File: src/design/i2cbe_pkg.sv
`default_nettype none

package i2cbe_pkg;

    localparam logic [2:0] MODE_START    = 3'd0;
    localparam logic [2:0] MODE_STOP     = 3'd1;
    localparam logic [2:0] MODE_WRITE    = 3'd2;
    localparam logic [2:0] MODE_READ_ACK = 3'd3;
    localparam logic [2:0] MODE_READ_NAK = 3'd4;

    localparam logic [7:0] ACK_POLL_TICKS  = 8'd10;
    localparam logic [7:0] DELAY_RESET     = 8'd5;
    localparam logic [3:0] BITS_PER_BYTE   = 4'd8;

    typedef enum logic [4:0] {
        PH_IDLE, PH_ST0, PH_ST1, PH_ST2, PH_SP0, PH_SP1, PH_SP2,
        PH_WR0, PH_WRB, PH_WRH, PH_WRL, PH_WA0, PH_WA1, PH_WA2, PH_WA3, PH_WA4,
        PH_RD0, PH_RD1, PH_RD2, PH_RD3, PH_RD4,
        PH_RK0, PH_RK1, PH_RK2, PH_RK3, PH_RN1, PH_RN2
    } phase_t;

    typedef struct packed {
        phase_t     phase;
        logic [3:0] bit_count;
        logic [7:0] shift;
        logic [7:0] delay;
        logic [2:0] mode;
        logic       ack;
        logic       scl;
        logic       sda;
        logic       drv;
        logic [7:0] read_data;
    } state_t;

endpackage

`default_nettype wire

File: src/design/i2cbe_step.sv
`default_nettype none

module i2cbe_step (
    input  i2cbe_pkg::state_t cur,
    input  logic [7:0]        phase_delay,
    input  logic              cmd_valid,
    input  logic [2:0]        mode,
    input  logic [7:0]        write_byte,
    input  logic              sda_in,
    output i2cbe_pkg::state_t nxt,
    output logic              done
);
    import i2cbe_pkg::*;

    function automatic phase_t next_phase(input phase_t p, input logic [3:0] bc,
                                          input logic [2:0] m);
        phase_t n;
        begin
            unique case (p)
                PH_ST0:  n = PH_ST1;
                PH_ST1:  n = PH_ST2;
                PH_SP0:  n = PH_SP1;
                PH_SP1:  n = PH_SP2;
                PH_WR0:  n = PH_WRB;
                PH_WRB:  n = PH_WRH;
                PH_WRH:  n = PH_WRL;
                PH_WRL:  n = (bc >= BITS_PER_BYTE) ? PH_WA0 : PH_WRB;
                PH_WA0:  n = PH_WA1;
                PH_WA1:  n = PH_WA2;
                PH_WA2:  n = PH_WA3;
                PH_WA3:  n = PH_WA4;
                PH_RD0:  n = PH_RD1;
                PH_RD1:  n = PH_RD2;
                PH_RD2:  n = PH_RD3;
                PH_RD3:  n = PH_RD4;
                PH_RD4:
                begin
                    if (bc < BITS_PER_BYTE)
                        n = PH_RD1;
                    else
                        n = (m == MODE_READ_ACK) ? PH_RK0 : PH_RN1;
                end
                PH_RK0:  n = PH_RK1;
                PH_RK1:  n = PH_RK2;
                PH_RK2:  n = PH_RK3;
                PH_RN1:  n = PH_RN2;
                default: n = PH_IDLE;
            endcase
            return n;
        end
    endfunction

    logic [7:0] long_wait;
    phase_t     tgt;
    logic       do_enter;

    assign long_wait = (phase_delay == 8'd0) ? 8'd1 : phase_delay;

    always_comb
    begin
        nxt      = cur;
        done     = 1'b0;
        tgt      = PH_IDLE;
        do_enter = 1'b0;

        if (cur.phase == PH_IDLE)
        begin
            if (cmd_valid && mode <= MODE_READ_NAK)
            begin
                nxt.mode      = mode;
                nxt.bit_count = 4'd0;
                nxt.ack       = 1'b0;
                nxt.shift     = (mode == MODE_WRITE) ? write_byte : 8'd0;
                do_enter      = 1'b1;
                unique case (mode)
                    MODE_START: tgt = PH_ST0;
                    MODE_STOP:  tgt = PH_SP0;
                    MODE_WRITE: tgt = PH_WR0;
                    default:    tgt = PH_RD0;
                endcase
            end
        end
        else if (cur.delay > 8'd1)
        begin
            nxt.delay = cur.delay - 8'd1;
        end
        else
        begin
            tgt = next_phase(cur.phase, cur.bit_count, cur.mode);
            if (tgt == PH_IDLE)
            begin
                if (cur.phase == PH_RN2)
                begin
                    nxt.scl = 1'b0;
                    nxt.sda = 1'b0;
                end
                nxt.phase = PH_IDLE;
                nxt.delay = 8'd0;
                done      = 1'b1;
            end
            else
            begin
                do_enter = 1'b1;
            end
        end

        if (do_enter)
        begin
            nxt.phase = tgt;
            nxt.delay = long_wait;
            unique case (tgt)
                PH_ST0:
                begin
                    nxt.drv = 1'b1; nxt.sda = 1'b1; nxt.scl = 1'b1; nxt.delay = 8'd2;
                end
                PH_ST1: nxt.sda = 1'b0;
                PH_ST2: nxt.scl = 1'b0;
                PH_SP0:
                begin
                    nxt.drv = 1'b1; nxt.sda = 1'b0;
                end
                PH_SP1: nxt.scl = 1'b1;
                PH_SP2: nxt.sda = 1'b1;
                PH_WR0: nxt.scl = 1'b0;
                PH_WRB: nxt.sda = nxt.shift[7];
                PH_WRH: nxt.scl = 1'b1;
                PH_WRL:
                begin
                    nxt.scl       = 1'b0;
                    nxt.delay     = 8'd1;
                    nxt.shift     = {nxt.shift[6:0], 1'b0};
                    nxt.bit_count = nxt.bit_count + 4'd1;
                end
                PH_WA0: nxt.delay = 8'd1;
                PH_WA1: nxt.drv = 1'b0;
                PH_WA2:
                begin
                    nxt.scl = 1'b1; nxt.delay = ACK_POLL_TICKS;
                end
                PH_WA3: nxt.delay = long_wait;
                PH_WA4:
                begin
                    nxt.scl = 1'b0; nxt.drv = 1'b1; nxt.delay = 8'd1;
                end
                PH_RD0:
                begin
                    nxt.drv = 1'b0; nxt.delay = 8'd1;
                end
                PH_RD1: nxt.delay = 8'd4;
                PH_RD2:
                begin
                    nxt.scl = 1'b1; nxt.delay = 8'd3;
                end
                PH_RD3:
                begin
                    nxt.shift = {nxt.shift[6:0], sda_in};
                    nxt.delay = 8'd2;
                end
                PH_RD4:
                begin
                    nxt.scl       = 1'b0;
                    nxt.delay     = 8'd1;
                    nxt.bit_count = nxt.bit_count + 4'd1;
                end
                PH_RK0:
                begin
                    nxt.drv = 1'b1; nxt.read_data = nxt.shift; nxt.delay = 8'd1;
                end
                PH_RK1: nxt.sda = 1'b0;
                PH_RK2: nxt.scl = 1'b1;
                PH_RK3:
                begin
                    nxt.scl = 1'b0; nxt.delay = 8'd1;
                end
                PH_RN1:
                begin
                    nxt.drv = 1'b1; nxt.sda = 1'b1; nxt.read_data = nxt.shift;
                end
                PH_RN2: nxt.scl = 1'b1;
                default: nxt.delay = 8'd1;
            endcase
        end

        // ack poll ends early on first low SDA
        if (cur.phase != PH_IDLE && nxt.phase == PH_WA2 && !sda_in)
        begin
            nxt.ack   = 1'b1;
            nxt.delay = 8'd1;
        end
    end

endmodule

`default_nettype wire

File: src/design/i2c_master_byte_engine_top.sv
// Bit-level I2C master, one bus tick per input transfer.
// A tick's registered result appears on the master side the cycle after acceptance.
// Throughput: one tick per cycle; the next-state logic is a single registered pass.
// Input is stalled only while the result register is full and not being taken.
// Reset (rst_n low, async): bus idle, SCL/SDA high and driven, delay register = 5.
`default_nettype none

module i2c_master_byte_engine_top (
    input  logic        clk,
    input  logic        rst_n,
    input  logic        cfg_wr_en,
    input  logic [7:0]  cfg_wr_data,    // phase_delay_ticks
    input  logic        s_axis_tvalid,
    output logic        s_axis_tready,
    input  logic [15:0] s_axis_tdata,   // write_byte[7:0], sda_in[8], zero[15:9]
    input  logic [3:0]  s_axis_tuser,   // cmd_valid[0], mode[3:1]
    output logic        m_axis_tvalid,
    input  logic        m_axis_tready,
    output logic [15:0] m_axis_tdata    // scl_level[0], sda_level[1], sda_drive[2],
                                        // busy_res[3], done_res[4], read_byte[12:5],
                                        // ack_received[13], zero[15:14]
);
    import i2cbe_pkg::*;

    state_t     state_reg;
    state_t     state_next;
    logic       done_next;
    logic [7:0] delay_cfg_reg;
    logic       out_valid_reg;
    logic [15:0] out_data_reg;
    logic       s_xfer;

    assign s_axis_tready = !out_valid_reg || m_axis_tready;
    assign s_xfer        = s_axis_tvalid && s_axis_tready;

    i2cbe_step u_step (
        .cur         (state_reg),
        .phase_delay (delay_cfg_reg),
        .cmd_valid   (s_axis_tuser[0]),
        .mode        (s_axis_tuser[3:1]),
        .write_byte  (s_axis_tdata[7:0]),
        .sda_in      (s_axis_tdata[8]),
        .nxt         (state_next),
        .done        (done_next)
    );

    always_ff @(posedge clk or negedge rst_n)
    begin
        if (!rst_n)
        begin
            delay_cfg_reg <= DELAY_RESET;
        end
        else if (cfg_wr_en)
        begin
            delay_cfg_reg <= cfg_wr_data;
        end
    end

    always_ff @(posedge clk or negedge rst_n)
    begin
        if (!rst_n)
        begin
            state_reg <= '{phase: PH_IDLE, bit_count: 4'd0, shift: 8'd0, delay: 8'd0,
                           mode: 3'd0, ack: 1'b0, scl: 1'b1, sda: 1'b1, drv: 1'b1,
                           read_data: 8'd0};
            out_valid_reg <= 1'b0;
        end
        else
        begin
            if (s_xfer)
            begin
                state_reg     <= state_next;
                out_valid_reg <= 1'b1;
            end
            else if (m_axis_tready)
            begin
                out_valid_reg <= 1'b0;
            end
        end
    end

    always_ff @(posedge clk)
    begin
        if (s_xfer)
        begin
            out_data_reg <= {2'b00, state_next.ack, state_next.read_data, done_next,
                             (state_next.phase != PH_IDLE), state_next.drv,
                             state_next.sda, state_next.scl};
        end
    end

    assign m_axis_tvalid = out_valid_reg;
    assign m_axis_tdata  = out_data_reg;

endmodule

`default_nettype wire

File: config.mk
export PLATFORM = sky130hd
export DESIGN_NAME = i2c_master_byte_engine_top
export DESIGN_NICKNAME = d
export VERILOG_FILES = /design/src/design/i2cbe_pkg.sv /design/src/design/i2cbe_step.sv /design/src/design/i2c_master_byte_engine_top.sv
export SDC_FILE = /design/constraint.sdc
export NUM_CORES = 1
export LEC_CHECK = 0
export BUFFER_PORTS_ARGS = -buffer_cell sky130_fd_sc_hd__buf_2
export CORE_AREA = 3 3 101 103
export DETAILED_ROUTE_END_ITERATION = 10
export DIE_AREA = 0 0 104 106
export MAX_ROUTING_LAYER = met4
export SYNTH_ARGS = -nofsm -noshare
export SYNTH_HDL_FRONTEND = slang
export SYNTH_SLANG_ARGS = --single-unit
export TNS_END_PERCENT = 30
File: constraint.sdc
create_clock -name clk -period 3.9 [get_ports clk]
set_clock_uncertainty 0.1 [all_clocks]
set_input_delay 0.585 -clock clk [delete_from_list [all_inputs] [get_ports clk]]
set_output_delay 0.585 -clock clk [all_outputs]
set_load 0.005 [all_outputs]
==> flow_summary.yaml <==
clocking:
  cts_setup_buffers: 0
  cts_buffers: 9
  cts_hold_buf: 0
  clockBufferDepth: 2
  cts_tree: "yes"
  clkTransAtPathRegs_ns: 0.07
  root_buffer: "clkbuf_8"
  clock_sinks: 63
  clock_latency_ns: 0.34
  htreeDepth: 3
setup_path:
  cp_slowest_stage_delay_ns: 0.61
  r2r_end: "state_reg[19]"
  worstPathRequired_ns: 4.08
  worst_setup_path_start_kind: "flop"
  rrSetupSlack_ns: 0.24
  crit_top_cell: "buf_4"
  rr_startpoint: "state_reg[20]"
  arrival_ns: 3.84
  critical_path_class: "flop to flop"
  crit_family: "simple AND/OR/NAND/NOR gates"
  worst-path-buf-inv: 2
  cp_max_fo: 18
  critPathSlowestCell: "or4_1"
  end_kind: "flop"
  cp_num_cells: 10
  path_cells: "or4_4, or4_1, buf_4, a211oi_2, buf_4, nand3_1, a21o_1, a21oi_1, o311a_1, a221o_1"
  ff2ff_path_depth: 10
route:
  avgRoutedWirePerCell_um: 17.2
  drtIter0Drc: 354
  viasPerCell: 6.00
  ant_nets: 0
  wirelength_um: 10900
  dr.pass1.iters: 6
  drc_errors: 0
  vias: 3801
timing:
  fin_crit_ns: 3.66
  drv_slew: 0
  timing.fmax_ghz: 0.273
  rsz0062_at_grt: "no"
  hold_viol_final: 0
  relSlewSlack_pct: 42.3
  fin_crit_sh_pct: 93.8
  final.setup.tns_ns: 0
  tightest_slew_ns: 0.862
  setup_viol: 0
run_status:
  status: "finished clean"
layout:
  final_util_pct: 50.3
  largest_register_ffs: 40
  antennaDiodeCount: 0
  nets: 536
  area_growth_pct: 14.5
  drive_gt1_share_pct: 24.2
global_route:
  antenna_found_initial: 0
  grt_pass1_wl_um: 18100
  grt_usage_pct: 20.8
  first_global_vias: 3537
  grt_overflow: 0
  grt_start_max_net_pins: 28
power_and_ir_drop:
  p_leak_nw: 1.87
  peakVddDrop_mv: 0.308
  p_per_area_nw_per_um2: 510
synthesis:
  ys_warn_count: 0
  yosysMostFrequentCell: "nand2_1"
  synth.area.top_cells: "dfrtp_1 27%, edfxtp_1 10%, o21ai_0 6.0%"
  netlist_instances: 461
  syn_area_per_cell_um2: 8.84
  ys_ff_latch: 63
  async_flop_share_pct: 77.8
  synthFlopType: "dfrtp_1"
  yosysTopAreaCell: "dfrtp_1"
  synth_edf_count: 14
  synth_cell_types: 70
  synth_top_area_share_pct: 27.0
  synthTopCellsByCount: "56 x nand2_1, 49 x o21ai_0, 44 x dfrtp_1"
  yosysSeqAreaShare_pct: 40.6
  syn_area_um2: 4080
job:
  maxCapViolCount: 0
place:
  dp_hpwl_um: 7900
  gp_congestion: 0.928
  io_buffers: 41
floorplanning:
  die_h_um: 106
  start_util_pct: 43.9
  die_w_um: 104
  row_count: 35
  io_pins: 51
  coreArea_um2: 9280
  dieArea_um2: 11000
worst_hold_path:
  hp-class: "input pin to async pin"
==> final cells by class <==
| class | instances | area, um2 |
|---|---|---|
| fill | 911 | 4620 |
| multi-input combinational | 353 | 2240 |
| sequential | 63 | 1650 |
| timing repair buffer | 65 | 398 |
| clock buffer | 13 | 170 |
| tap | 129 | 161 |
| inverter | 8 | 30.0 |
| clock inverter | 3 | 17.5 |
==> worst max-delay path by stage <==
stage                       start            end  slack (ns)
floorplan           state_reg[20]  state_reg[19]        0.47
global placement    state_reg[20]   state_reg[4]        0.23
detailed placement  state_reg[20]   state_reg[4]        0.22
CTS                 state_reg[20]   state_reg[7]        0.20
global route        state_reg[19]  state_reg[19]        0.03
finish              state_reg[20]  state_reg[19]        0.24
==> cell usage in the layout, fill, tap and decap left out, drive strengths merged, types with 3 or more instances in the layout <==
cell / netlist / routed
buf: 7 / 65
nand2: 56 / 56
o21ai: 49 / 49
dfrtp: 44 / 44
a21oi: 25 / 25
nor2: 24 / 24
mux2: 20 / 20
nand3: 19 / 19
nor3: 18 / 18
edfxtp: 14 / 14
clkbuf: 31 / 13
nand4: 9 / 9
nand2b: 9 / 9
a22oi: 8 / 8
or4: 8 / 8
inv: 7 / 7
xnor2: 7 / 7
a31oi: 6 / 6
o211ai: 6 / 6
nor4: 6 / 6
a211oi: 6 / 6
dfstp: 5 / 5
o31ai: 4 / 4
a21o: 4 / 4
mux2i: 4 / 4
or3: 4 / 4
or2: 4 / 4
and3: 3 / 3
nor2b: 3 / 3
a211o: 3 / 3
o2111ai: 3 / 3
ha: 3 / 3
o221ai: 3 / 3
clkinv: 1 / 3
==> report_power, final <==
| part | internal, mW | total, mW | switching (mW) |
|---|---|---|---|
| Clock | 0.285 | 0.540 | 0.255 |
| Sequential | 0.807 | 0.946 | 0.139 |
| Combinational | 0.370 | 0.894 | 0.524 |
| Total | 1.46 | 2.38 | 0.918 |
==> cell families (layout without fill, tap and decap cells) <==
kind of cell	Yosys count	in the layout	share of synthesized area [%]
XOR/XNOR	7	7	1.50
other	1	2	0.0920
multiplexers	24	24	6.51
flip-flops	63	63	40.6
AND/OR/NAND/NOR	175	175	22.2
buffers and inverters	46	89	4.85
adder cells (fa/ha/maj)	3	3	0.921
AO/OA/AOI/OAI	142	142	23.4
==> per-layer routing <==
layer	vias up	track usage (%)	routed length (um)
li1	1808	-	-
met2	167	32.5	5070
met5	-	-	0
met1	1799	27.1	4880
met3	27	4.13	701
met4	0	7.69	229
==> timing repair <==
item	in CTS	in global routing
hold endpoints to repair	0	0
gates resized for setup	0	2
endpoints found under the setup margin	0	3
==> per-stage QoR <==
step	instances	total power [mW]	hold slack (ns)	setup WS, ns	cell area [um2]
floorplan	462	1.57	0.189	0.472	4080
global placement	618	1.81	0.361	0.227	4470
detailed placement	618	1.84	0.370	0.216	4470
CTS	634	2.39	0.101	0.197	4660
global route	634	2.55	0.119	0.0269	4670
finish	634	2.38	0.0960	0.243	4670
(Power assumes the default switching activity.)
